File: src/design/ccte_pkg.sv
// shared types and constants of the cheat code table engine
package ccte_pkg;

  localparam int unsigned ENTRIES = 16;
  localparam int unsigned CNT_W   = $clog2(ENTRIES + 1);

  localparam logic [7:0] TYPE_PLAIN     = 8'h01;
  localparam logic [7:0] TYPE_WRAM_MASK = 8'h90;
  localparam logic [7:0] TYPE_RAM_MASK  = 8'h80;

  typedef enum logic [2:0] {
    OP_ADD     = 3'd0,
    OP_REMOVE  = 3'd1,
    OP_ENABLE  = 3'd2,
    OP_DISABLE = 3'd3,
    OP_VBLANK  = 3'd4
  } op_e;

  typedef enum logic [1:0] {
    KIND_STATUS    = 2'd0,
    KIND_WRITE     = 2'd1,
    KIND_RAM_BANK  = 2'd2,
    KIND_WRAM_BANK = 2'd3
  } kind_e;

  typedef enum logic [1:0] {
    CT_WRITE = 2'd0,
    CT_RAM   = 2'd1,
    CT_WRAM  = 2'd2
  } ctype_e;

  typedef enum logic {
    ST_IDLE,
    ST_WALK
  } state_e;

  typedef struct packed {
    logic [31:0] id;
    logic [15:0] addr;
    logic [7:0]  value;
    logic [3:0]  bank;
    ctype_e      ctype;
    logic        enabled;
  } entry_t;

  typedef struct packed {
    logic shift;
    logic load;
    logic ring;
    logic tail;
  } cell_ctrl_t;

endpackage

File: src/design/cheat_code_table_engine_top.sv
// top level of the cheat code table engine: control, ring of cells, result register
//
// channel  | handshake                | payload
// ---------+--------------------------+---------------------------------------------
// input    | in_valid_i / in_ready_o  | op_i, code_chars_i, entry_id_i
// result   | out_valid_o / out_ready_i| out_kind_o, out_addr_o, out_value_o,
//          |                          | out_bank_o, out_id_o, ok_o, last_o
//
// remove, enable and disable rotate the live entries once through the ring, one
// entry per cycle, after the transfer cycle and before the status cycle.
// vblank emits a bank change ahead of the write of each enabled ram or wram entry.
// reset empties the table; table slots hold no reset value.
// a stalled result register holds the walk in place until the transfer.
module cheat_code_table_engine_top (
  input  logic        clk_i,
  input  logic        rst_ni,
  input  logic        in_valid_i,
  output logic        in_ready_o,
  input  logic [2:0]  op_i,
  input  logic [63:0] code_chars_i,
  input  logic [31:0] entry_id_i,
  output logic        out_valid_o,
  input  logic        out_ready_i,
  output logic [1:0]  out_kind_o,
  output logic [15:0] out_addr_o,
  output logic [7:0]  out_value_o,
  output logic [3:0]  out_bank_o,
  output logic [31:0] out_id_o,
  output logic        ok_o,
  output logic        last_o
);
  import ccte_pkg::*;

  state_e state_q, state_d;

  logic [CNT_W-1:0] count_q, count_d;
  logic [CNT_W-1:0] step_q, step_d;
  logic [CNT_W-1:0] len_q, len_d;
  op_e              op_q, op_d;
  logic [31:0]      id_q, id_d;
  logic             found_q, found_d;
  logic             phase_q, phase_d;

  logic        out_valid_q;
  kind_e       kind_q;
  logic [15:0] addr_q;
  logic [7:0]  value_q;
  logic [3:0]  bank_q;
  logic [31:0] oid_q;
  logic        ok_q;
  logic        last_q;

  entry_t dec_entry;
  logic   dec_valid;
  entry_t cells [ENTRIES];
  entry_t head;
  entry_t feed;

  logic        out_free;
  logic        in_fire;
  logic        emit;
  kind_e       e_kind;
  logic [15:0] e_addr;
  logic [7:0]  e_value;
  logic [3:0]  e_bank;
  logic [31:0] e_id;
  logic        e_ok;
  logic        e_last;
  logic        shift;
  logic        add_load;
  logic        start_walk;
  logic        walk_done;
  logic        match;

  ccte_decode u_decode (
    .code_chars_i (code_chars_i),
    .entry_o      (dec_entry),
    .valid_o      (dec_valid)
  );

  assign out_free = !out_valid_q || out_ready_i;
  assign in_fire  = in_valid_i && out_free && (state_q == ST_IDLE);
  assign head     = cells[0];

  // first matching entry only
  assign match = !found_q && (head.id == id_q);

  always_comb begin
    feed = head;
    if (match && op_q == OP_ENABLE) feed.enabled = 1'b1;
    if (match && op_q == OP_DISABLE) feed.enabled = 1'b0;
  end

  // control outputs
  always_comb begin
    in_ready_o = 1'b0;
    emit       = 1'b0;
    e_kind     = KIND_STATUS;
    e_addr     = '0;
    e_value    = '0;
    e_bank     = '0;
    e_id       = '0;
    e_ok       = 1'b0;
    e_last     = 1'b0;
    shift      = 1'b0;
    add_load   = 1'b0;
    start_walk = 1'b0;
    walk_done  = 1'b0;
    unique case (state_q)
      ST_IDLE: begin
        in_ready_o = out_free;
        if (in_fire) begin
          unique case (op_i)
            OP_ADD: begin
              add_load = dec_valid && (count_q < CNT_W'(ENTRIES));
              emit     = 1'b1;
              e_ok     = add_load;
              e_id     = add_load ? dec_entry.id : '0;
              e_last   = 1'b1;
            end
            OP_REMOVE, OP_ENABLE, OP_DISABLE, OP_VBLANK: begin
              start_walk = 1'b1;
            end
            default: begin
              emit   = 1'b1;
              e_last = 1'b1;
            end
          endcase
        end
      end
      ST_WALK: begin
        if (step_q == len_q) begin
          emit      = 1'b1;
          e_ok      = (op_q == OP_VBLANK) ? 1'b1 : found_q;
          e_last    = 1'b1;
          walk_done = out_free;
        end else if (op_q == OP_VBLANK) begin
          if (head.enabled) begin
            emit = 1'b1;
            e_ok = 1'b1;
            if (head.ctype != CT_WRITE && !phase_q) begin
              e_kind = (head.ctype == CT_WRAM) ? KIND_WRAM_BANK : KIND_RAM_BANK;
              e_bank = head.bank;
            end else begin
              e_kind  = KIND_WRITE;
              e_addr  = head.addr;
              e_value = head.value;
              shift   = out_free;
            end
          end else begin
            shift = 1'b1;
          end
        end else begin
          shift = 1'b1;
        end
      end
      default: ;
    endcase
  end

  // next state
  always_comb begin
    state_d = state_q;
    unique case (state_q)
      ST_IDLE: if (start_walk) state_d = ST_WALK;
      ST_WALK: if (walk_done) state_d = ST_IDLE;
      default: state_d = ST_IDLE;
    endcase
  end

  always_comb begin
    count_d = count_q;
    step_d  = step_q;
    len_d   = len_q;
    op_d    = op_q;
    id_d    = id_q;
    found_d = found_q;
    phase_d = phase_q;
    if (start_walk) begin
      op_d    = op_e'(op_i);
      id_d    = entry_id_i;
      len_d   = count_q;
      step_d  = '0;
      found_d = 1'b0;
      phase_d = 1'b0;
    end
    if (add_load) count_d = count_q + 1'b1;
    if (state_q == ST_WALK && op_q == OP_VBLANK && emit && out_free && !shift
        && !e_last) begin
      phase_d = 1'b1;
    end
    if (shift) begin
      step_d  = step_q + 1'b1;
      phase_d = 1'b0;
      if (op_q != OP_VBLANK && match) begin
        found_d = 1'b1;
        // a removed entry drops out of the ring, the rest move up
        if (op_q == OP_REMOVE) count_d = count_q - 1'b1;
      end
    end
  end

  for (genvar i = 0; i < ENTRIES; i++) begin : g_cell
    cell_ctrl_t ctrl;
    entry_t     nbr;

    assign ctrl.shift = shift;
    assign ctrl.load  = add_load && (CNT_W'(i) == count_q);
    assign ctrl.ring  = CNT_W'(i) < count_q;
    assign ctrl.tail  = CNT_W'(i + 1) == count_q;

    if (i == ENTRIES - 1) begin : g_end
      assign nbr = feed;
    end else begin : g_mid
      assign nbr = cells[i + 1];
    end

    ccte_cell u_cell (
      .clk_i       (clk_i),
      .ctrl_i      (ctrl),
      .nbr_i       (nbr),
      .feed_i      (feed),
      .load_data_i (dec_entry),
      .entry_o     (cells[i])
    );
  end

  always_ff @(posedge clk_i or negedge rst_ni) begin
    if (!rst_ni) begin
      state_q     <= ST_IDLE;
      count_q     <= '0;
      step_q      <= '0;
      len_q       <= '0;
      op_q        <= OP_ADD;
      found_q     <= 1'b0;
      phase_q     <= 1'b0;
      out_valid_q <= 1'b0;
    end else begin
      state_q <= state_d;
      count_q <= count_d;
      step_q  <= step_d;
      len_q   <= len_d;
      op_q    <= op_d;
      found_q <= found_d;
      phase_q <= phase_d;
      if (emit && out_free) begin
        out_valid_q <= 1'b1;
      end else if (out_ready_i) begin
        out_valid_q <= 1'b0;
      end
    end
  end

  always_ff @(posedge clk_i) begin
    id_q <= id_d;
    if (emit && out_free) begin
      kind_q  <= e_kind;
      addr_q  <= e_addr;
      value_q <= e_value;
      bank_q  <= e_bank;
      oid_q   <= e_id;
      ok_q    <= e_ok;
      last_q  <= e_last;
    end
  end

  assign out_valid_o = out_valid_q;
  assign out_kind_o  = kind_q;
  assign out_addr_o  = addr_q;
  assign out_value_o = value_q;
  assign out_bank_o  = bank_q;
  assign out_id_o    = oid_q;
  assign ok_o        = ok_q;
  assign last_o      = last_q;

endmodule

File: src/design/ccte_decode.sv
// ascii hex decoder that turns eight code characters into a table entry
module ccte_decode (
  input  logic [63:0]     code_chars_i,
  output ccte_pkg::entry_t entry_o,
  output logic            valid_o
);
  import ccte_pkg::*;

  function automatic logic [4:0] nibble_of(input logic [7:0] c);
    logic [7:0] v;
    v = 8'h10;
    if (c >= 8'h41 && c <= 8'h46) v = c - 8'h37;
    else if (c >= 8'h61 && c <= 8'h66) v = c - 8'h57;
    else if (c >= 8'h30 && c <= 8'h39) v = c - 8'h30;
    return v[4:0];
  endfunction

  logic [3:0] d [8];
  logic [7:0] bad;
  logic [7:0] code_type;
  logic       type_ok;
  ctype_e     ctype;

  always_comb begin
    logic [4:0] n;
    for (int k = 0; k < 8; k++) begin
      n      = nibble_of(code_chars_i[8*k +: 8]);
      bad[k] = n[4];
      d[k]   = n[3:0];
    end
  end

  assign code_type = {d[0], d[1]};

  // wram codes are tested ahead of ram codes
  always_comb begin
    type_ok = 1'b1;
    ctype   = CT_WRITE;
    priority if (code_type == TYPE_PLAIN) begin
      ctype = CT_WRITE;
    end else if ((code_type & TYPE_WRAM_MASK) == TYPE_WRAM_MASK) begin
      ctype = CT_WRAM;
    end else if ((code_type & TYPE_RAM_MASK) == TYPE_RAM_MASK) begin
      ctype = CT_RAM;
    end else begin
      type_ok = 1'b0;
    end
  end

  assign valid_o = ~|bad && type_ok;

  always_comb begin
    entry_o.id      = {d[7], d[6], d[5], d[4], d[3], d[2], d[1], d[0]};
    entry_o.addr    = {d[6], d[7], d[4], d[5]};
    entry_o.value   = {d[2], d[3]};
    entry_o.bank    = d[1];
    entry_o.ctype   = ctype;
    entry_o.enabled = 1'b1;
  end

endmodule

File: src/design/ccte_cell.sv
// one table slot: loads a new entry or takes the entry handed down the ring
module ccte_cell (
  input  logic                 clk_i,
  input  ccte_pkg::cell_ctrl_t ctrl_i,
  input  ccte_pkg::entry_t     nbr_i,
  input  ccte_pkg::entry_t     feed_i,
  input  ccte_pkg::entry_t     load_data_i,
  output ccte_pkg::entry_t     entry_o
);
  import ccte_pkg::*;

  entry_t entry_q;
  entry_t entry_d;

  always_comb begin
    entry_d = entry_q;
    if (ctrl_i.load) begin
      entry_d = load_data_i;
    end else if (ctrl_i.shift && ctrl_i.ring) begin
      // the last live slot closes the ring with the head entry
      entry_d = ctrl_i.tail ? feed_i : nbr_i;
    end
  end

  always_ff @(posedge clk_i) begin
    entry_q <= entry_d;
  end

  assign entry_o = entry_q;

endmodule
File: config.mk
export PLATFORM = sky130hd
export DESIGN_NAME = cheat_code_table_engine_top
export DESIGN_NICKNAME = d
export VERILOG_FILES = /design/src/design/ccte_pkg.sv /design/src/design/cheat_code_table_engine_top.sv /design/src/design/ccte_decode.sv /design/src/design/ccte_cell.sv
export SDC_FILE = /design/constraint.sdc
export NUM_CORES = 2
export LEC_CHECK = 0
export ABC_AREA = 1
export BUFFER_PORTS_ARGS = -buffer_cell sky130_fd_sc_hd__buf_2
export CORE_MARGIN = 2
export CORE_UTILIZATION = 55
export DETAILED_ROUTE_END_ITERATION = 6
export GPL_TIMING_DRIVEN = 0
export PLACE_DENSITY = 0.82
export SLEW_MARGIN = 20
export SYNTH_ARGS = -nofsm -noshare
export SYNTH_HDL_FRONTEND = slang
export SYNTH_SLANG_ARGS = --single-unit
File: constraint.sdc
create_clock -name clk_i -period 5.9 [get_ports clk_i]
set_input_delay 0.295 -clock clk_i [delete_from_list [all_inputs] [get_ports clk_i]]
set_output_delay 0.295 -clock clk_i [all_outputs]
set_load 0.1 [all_outputs]
# [After elaboration in Yosys (flattened, before gate mapping)]
# Index checks and enable logic that the tools add are counted.
[classes] n_addsub=27 mul=0 div_mod_pow=0 n_lt_le_gt_ge=65 n_eq_ne=30 shifts=0 muxes=123 bitwise_logic=7 n_reduce_logical=107
[op_table] operator="$mux W63" n=47
[op_table] operator="$mux W5" n=30
[op_table] operator="$ge A8 B7 Y1 const B" n=16
[op_table] operator="$le A8 B7 Y1 const B" n=16
[op_table] operator="$sub A5 B5 Y5 const B" n=24
[op_table] operator="$logic_and A1 B1 Y1" n=71
[op_table] operator="$ge A8 B6 Y1 const B" n=8
[op_table] operator="$le A8 B6 Y1 const B" n=8
[op_table] operator="$eq A4 B5 Y1 const A" n=8
[op_table] operator="$lt A4 B5 Y1 const A" n=8
[op_table] operator="$mux W1" n=40
[op_table] operator="$reduce_bool A2 Y1" n=19
[op_table] operator="$eq A32 B32 Y1" n=1
[op_table] operator="$eq A3 B5 Y1 const A" n=4
[op_table] operator="$lt A3 B5 Y1 const A" n=4
[op_table] operator="$eq A3 B2 Y1 const B" n=4
[op_table] operator="$reduce_or A4 Y1" n=3
[op_table] operator="$add A5 B1 Y5 const B" n=2
[op_table] operator="$eq A2 B5 Y1 const A" n=2
[op_table] operator="$lt A1 B5 Y1 const A" n=2
[op_table] operator="$lt A2 B5 Y1 const A" n=2
[op_table] operator="$reduce_or A5 Y1" n=2
[op_table] operator="$eq A8 B1 Y1 const B" n=1
[op_table] operator="$pmux W1 S2" n=4
[op_table] operator="18 further kinds" n=33
[totals] ff_bits=1126 latch_bits=0 ramBits=0 mem_bits_ro=0 input_bits=103 out_inout_bits=66 wordCells=472 n_memories=0

# [Longest topological paths before layout]
[logic_depth] word_depth=17 depth_mapped=18 ltp_nobuf=17

# [Hierarchy]
# From an unflattened synthesis, not the netlist that was laid out.
[hier_totals] hier_cells=9543 hier_area_um2=69843.2
[modules_own_cells] mod="ccte_cell" instances=16 cells_each=534 area_per_inst_um2=3881.2
[modules_own_cells] mod="cheat_code_table_engine_top" instances=1 cells_each=602 area_per_inst_um2=5562.8
[modules_own_cells] mod="ccte_decode" instances=1 cells_each=397 area_per_inst_um2=2180.8

# [Worst setup path after synthesis]
# No wires, ideal clock.
[synth_timing] path_kind="flip-flop to flip-flop" start="reg out_valid_q, in the netlist out_valid_o" end="reg last_q, in the netlist last_o, enable pin" arrival_time_ns=5.520 setup_slack_ns=-0.108 stages_incl_launch_ff=10 n_path_buf=0 period_less_slack_ns=6.008 path_cell_list="dfrtp_1 -> inv_1 -> or2_2 -> inv_1 -> nor2_1 -> nand3_1 -> o21a_1 -> o21ai_0 -> inv_1 -> nor2_1"
[synth_between] elab_chain_len=7
[synth_rtl] element="start: declaration" line="cheat_code_table_engine_top.sv:44" rtl="logic out_valid_q;"
[synth_rtl] element="start signal: assignment" line="cheat_code_table_engine_top.sv:237" rtl="out_valid_q <= 1'b0;"
[synth_rtl] element="start signal: assignment" line="cheat_code_table_engine_top.sv:247" rtl="out_valid_q <= 1'b1;"
[synth_rtl] element="start signal: assignment" line="cheat_code_table_engine_top.sv:249" rtl="out_valid_q <= 1'b0;"
[synth_rtl] element="$logic_not A1 Y1 *" line="cheat_code_table_engine_top.sv:81" rtl="assign out_free = !out_valid_q || out_ready_i;"
[synth_rtl] element="$logic_or A1 B1 Y1 *" line="cheat_code_table_engine_top.sv:81"
[synth_rtl] element="$logic_and A1 B1 Y1 (2 in series)" line="cheat_code_table_engine_top.sv:82" rtl="assign in_fire = in_valid_i && out_free && (state_q == ST_IDLE);"
[synth_rtl] element="$mux W1" line="cheat_code_table_engine_top.sv:112" rtl="if (in_fire) begin"
[synth_rtl] element="$pmux W1 S2" line="cheat_code_table_engine_top.sv:109" rtl="unique case (state_q)"
[synth_rtl] element="$logic_and A1 B1 Y1 *" line="cheat_code_table_engine_top.sv:256" rtl="if (emit && out_free) begin"
[synth_rtl] element="end signal: assignment" line="cheat_code_table_engine_top.sv:263" rtl="last_q <= e_last;"
[synth_rtl] element="end: declaration" line="cheat_code_table_engine_top.sv:51" rtl="logic last_q;"
# Every way passes the cells marked *; elsewhere a longest branch is shown, timed or not.
# A chain may end at the register's enable or synchronous reset.

# [Worst setup path in the final report]
[layout_timing] start="reg count_q[1]" end="reg g_cell[15].u_cell.entry_q, in the netlist g_cell[15].u_cell.entry_o[9], enable pin"
[layout_between] elab_chain_len=7 word_cells_on_any_way=10 cone_classes="order compare: 2; eq/ne: 1; mux: 3; reduce/logical: 4"
[layout_rtl] element="start: declaration" line="cheat_code_table_engine_top.sv:36" rtl="logic [CNT_W-1:0] count_q, count_d;"
[layout_rtl] element="start signal: assignment" line="cheat_code_table_engine_top.sv:240" rtl="count_q <= count_d;"
[layout_rtl] element="$lt A5 B5 Y1" line="cheat_code_table_engine_top.sv:115" rtl="add_load = dec_valid && (count_q < CNT_W'(ENTRIES));"
[layout_rtl] element="$logic_and A1 B1 Y1" line="cheat_code_table_engine_top.sv:115"
[layout_rtl] element="$mux W1" line="cheat_code_table_engine_top.sv:113" rtl="unique case (op_i)"
[layout_rtl] element="$mux W1" line="cheat_code_table_engine_top.sv:112"
[layout_rtl] element="$mux W1" line="cheat_code_table_engine_top.sv:109"
[layout_rtl] element="$logic_and A1 B1 Y1" line="cheat_code_table_engine_top.sv:208" rtl="assign ctrl.load = add_load && (CNT_W'(i) == count_q);"
[layout_rtl] element="$reduce_bool A2 Y1 (no line) *"
[layout_rtl] element="end signal: assignment" line="ccte_cell.sv:26" rtl="entry_q <= entry_d;"
[layout_rtl] element="end: declaration" line="ccte_cell.sv:12" rtl="entry_t entry_q;"
# Marked as above.

==> out/summary.txt <==
die width: 328.0 um
Post-synth EDFFs: 1,088
# IOs: 169
CTS tree: yes
clk slew on worst S/H paths: 0.07 ns
postcts setup bufs: 0
Least-Margin Pin Slew: 1.226 ns
Crit Path Category: flop to flop
final net count: 6,302
post-DP HPWL: 169.5 mm
syn_nets: 5,969
later-pin clock latency in the skew report: 0.74 ns
synth warn: 0
Core Region: 0.1038 mm2
Final Hold Vio Count: 0
Final Setup Violations: 0
total power: 0.03621 W
library cells used by synthesis: 49
die height: 328.0 um
commonest cells after routing, fill and taps aside: 1,643 x nand2_1, 1,088 x edfxtp_1, 838 x o21ai_0
Initial Util: 55.62%
mean post-synth cell area: 9.904 um2
first-pass GRT wire length: 298.6 mm
row count: 118
first drt pass iteration count: 7
most used cell, CP: nand2_1
Iteration-0 DRC Markers: 7,754
delay-heaviest family, CP: buffers and inverters
Rel. slew slack: 18.29%
dpl cell area: 0.06064 mm2
crit path time final: 4.682 ns
Fin Clk Skew: 0.03310 ns
antenna viol nets, final: 0
worst-path fanout max: 42
main combinational cell family by area after synthesis: compound AO/OA/AOI/OAI gates
PortBufs: 168
initial antenna violation count: 14
Power Dens Cells: 558.5 mW/mm2
Finished Layout Cells: 7,648
Worst EP required: 6.29 ns
Synth Area in Compound Gates: 20.57%
Seq/Total Area, Yosys: 58.10%
Max clock buf depth: 3
multiplexer area fraction after synthesis: 0%
clk root buf: clkbuf_16
adder-cell area share of the yosys netlist: 0.8019%
Crit. End Element: flop
Fmax achieved: 0.2136 GHz
max_cap viols: 0
total track usage: 39.09%
maximum vdd drop: 0.0005919 V
cells after synthesis: 5,829
wire per inst: 28.01 um
failing checks: design-rule violations
ys async rst share: 1.954%
commonest non-fill, non-tap cell in the layout: nand2_1
LEAKAGE: 23.71 nW
hold buffers post-CTS: 38
Main synth FF type: edfxtp_1
critical-path cell list: nand2_1, nor2_1, nand2_1, inv_1, clkbuf_1, clkbuf_1, nand2_1, nand2_4, buf_16
crit path launch type: flop
grt ovf: 0
crit path buf inv count: 4
CP max-delay cell: clkbuf_1
Simple-Gate Fraction of Synth Area: 14.26%
critical path's largest stage delay: 0.88 ns
design area: 0.06483 mm2
fin. max-slew vios: 0
RePlAce Congestion: 1.038
DR vias: 47,810
# fillers: 8,412
vias in the first global route: 44,110
Cells after DPL: 7,385
RSZ-0062 raised after global routing: no
outcome: finished, violations left
xor/xnor cell area share of the yosys netlist: 0.2428%
period utilisation layout: 79.35%
Yosys reg bits: 1,126
WP data arrival: 5.07 ns
Vias/cell: 6.252
fraction of layout instances using a drive strength above 1: 14.69%
# H-tree levels: 3
Post-CTS Resized: 0
type of the worst min-delay path: input port to async pin
DRC viols: 2
Synth Cell Area: 0.05773 mm2
drt total wl: 214.2 mm
Clock Sinks: 1,126
largest net degree at the start of global routing: 63
Num CTS Buffers: 117
Die Area: 0.1076 mm2
area delta synth->final: 12.30%
## cell families after synthesis
logic type / Yosys count
flops: 1126
fa+ha+maj: 37
compound gates: 1862
buf+inv: 806
xor+xnor: 16
simple gates: 1982
## synthesized netlist by cell type (4+ instances only)
| master | count | area (um2) |
|---|---|---|
| nand2_2 | 7 | 43.79 |
| buf_6 | 46 | 518.0 |
| nand3_2 | 6 | 60.06 |
| o21ai_1 | 167 | 835.8 |
| buf_1 | 13 | 48.80 |
| nand4_1 | 14 | 87.58 |
| ha_1 | 37 | 462.9 |
| o2111ai_1 | 13 | 113.9 |
| nor2_8 | 25 | 500.5 |
| dfxtp_1 | 16 | 320.3 |
| a21oi_1 | 14 | 70.07 |
| nand3_1 | 94 | 470.5 |
| inv_1 | 244 | 915.9 |
| o22ai_1 | 8 | 50.05 |
| o21ai_0 | 838 | 4194 |
| xnor2_1 | 8 | 70.07 |
| edfxtp_1 | 1088 | 32670 |
| xor2_1 | 8 | 70.07 |
| nand3b_1 | 7 | 52.55 |
| o211ai_1 | 472 | 3543 |
| nor2_1 | 135 | 506.7 |
| inv_2 | 50 | 187.7 |
| nand2_1 | 1659 | 6227 |
| o21ai_2 | 341 | 2987 |
| dfrtp_1 | 22 | 550.5 |
| buf_2 | 52 | 260.3 |
| clkbuf_1 | 394 | 1479 |
| or2_2 | 4 | 25.02 |
| nor3_1 | 9 | 45.04 |
| nor2_4 | 10 | 112.6 |
| nor2_2 | 6 | 37.54 |
## per-layer routing
metal	up-vias	track usage (%)	part of all wire, %
li1	21290	-	-
met1	22290	49.94	36
met2	3594	62.40	45
met3	635	7.572	12
met4	8	22.74	6.7
met5	-	0	0.027
## through the flow
| step | hold WS (ns) | setup slack (ns) | setup TNS (ns) | util [%] |
|---|---|---|---|---|
| 2_1_floorplan | -0.0005911 | 0.9826 | 0 | - |
| 3_3_place_gp | 0.2919 | -0.07806 | -3.615 | 58.09 |
| 3_5_place_dp | 0.3088 | 1.566 | 0 | 58.43 |
| 4_1_cts | 0.07263 | 1.542 | 0 | 62.44 |
| 5_1_grt | 0.1217 | 1.270 | 0 | 62.44 |
| 6_report | 0.09023 | 1.218 | 0 | 62.46 |
## sequential cells by signal (all words and copies together), names as in the netlist
name	count
phase_q	1
out_valid_o	1
out_bank_o	4
step_q	5
last_o	1
out_kind_o	2
count_q	5
out_addr_o	16
ok_o	1
out_id_o	32
len_q	5
op_q	3
g_cell.u_cell.entry_o	1008
found_q	1
state_q	1
id_q	32
out_value_o	8
## power breakdown
part	leakage, nW	internal (W)	switching (W)
Combinational	10.1	0.00332	0.00984
Clock	1.84	0.00427	0.00323
Sequential	11.8	0.0145	0.00103
Total	23.7	0.0221	0.0141
## final cells by class
cell class | count | area (um2) | share of cell area [%]
diodes | 11 | 27.53 | 0.04246
plain buffers | 509 | 2366 | 3.650
clock buffers | 147 | 3104 | 4.788
clock inverters | 67 | 676.9 | 1.044
inverters | 297 | 1116 | 1.722
multi-input cells | 3897 | 20850 | 32.15
flip-flops and latches | 1126 | 33540 | 51.74
well taps | 1380 | 1727 | 2.663
repair buffers | 214 | 1426 | 2.200
## path summary, 6_finish.rpt
| kind | start | end | slack [ns] | cells past startpoint |
|---|---|---|---|---|
| worst max register to register | count_q[1]$_DFF_PN0_ | g_cell[15].u_cell.entry_o[9]$_DFFE_PP_ | 1.22 | 9 |
| worst min-delay path | rst_ni | step_q[4]$_DFFE_PN0P_ | 0.09 | 2 |
| worst max-delay path | count_q[1]$_DFF_PN0_ | g_cell[15].u_cell.entry_o[9]$_DFFE_PP_ | 1.22 | 9 |
| worst min register to register | g_cell[15].u_cell.entry_o[0]$_SDFFE_PP1P_ | g_cell[15].u_cell.entry_o[0]$_SDFFE_PP1P_ | 0.49 | 2 |
| max in group asynchronous | rst_ni | len_q[1]$_DFFE_PN0P_ | 5.43 | 2 |
| min in group clk_i | code_chars_i[35] | g_cell[0].u_cell.entry_o[22]$_DFFE_PP_ | 0.19 | 5 |
Note: power is estimated with default switching activity, not from simulation.
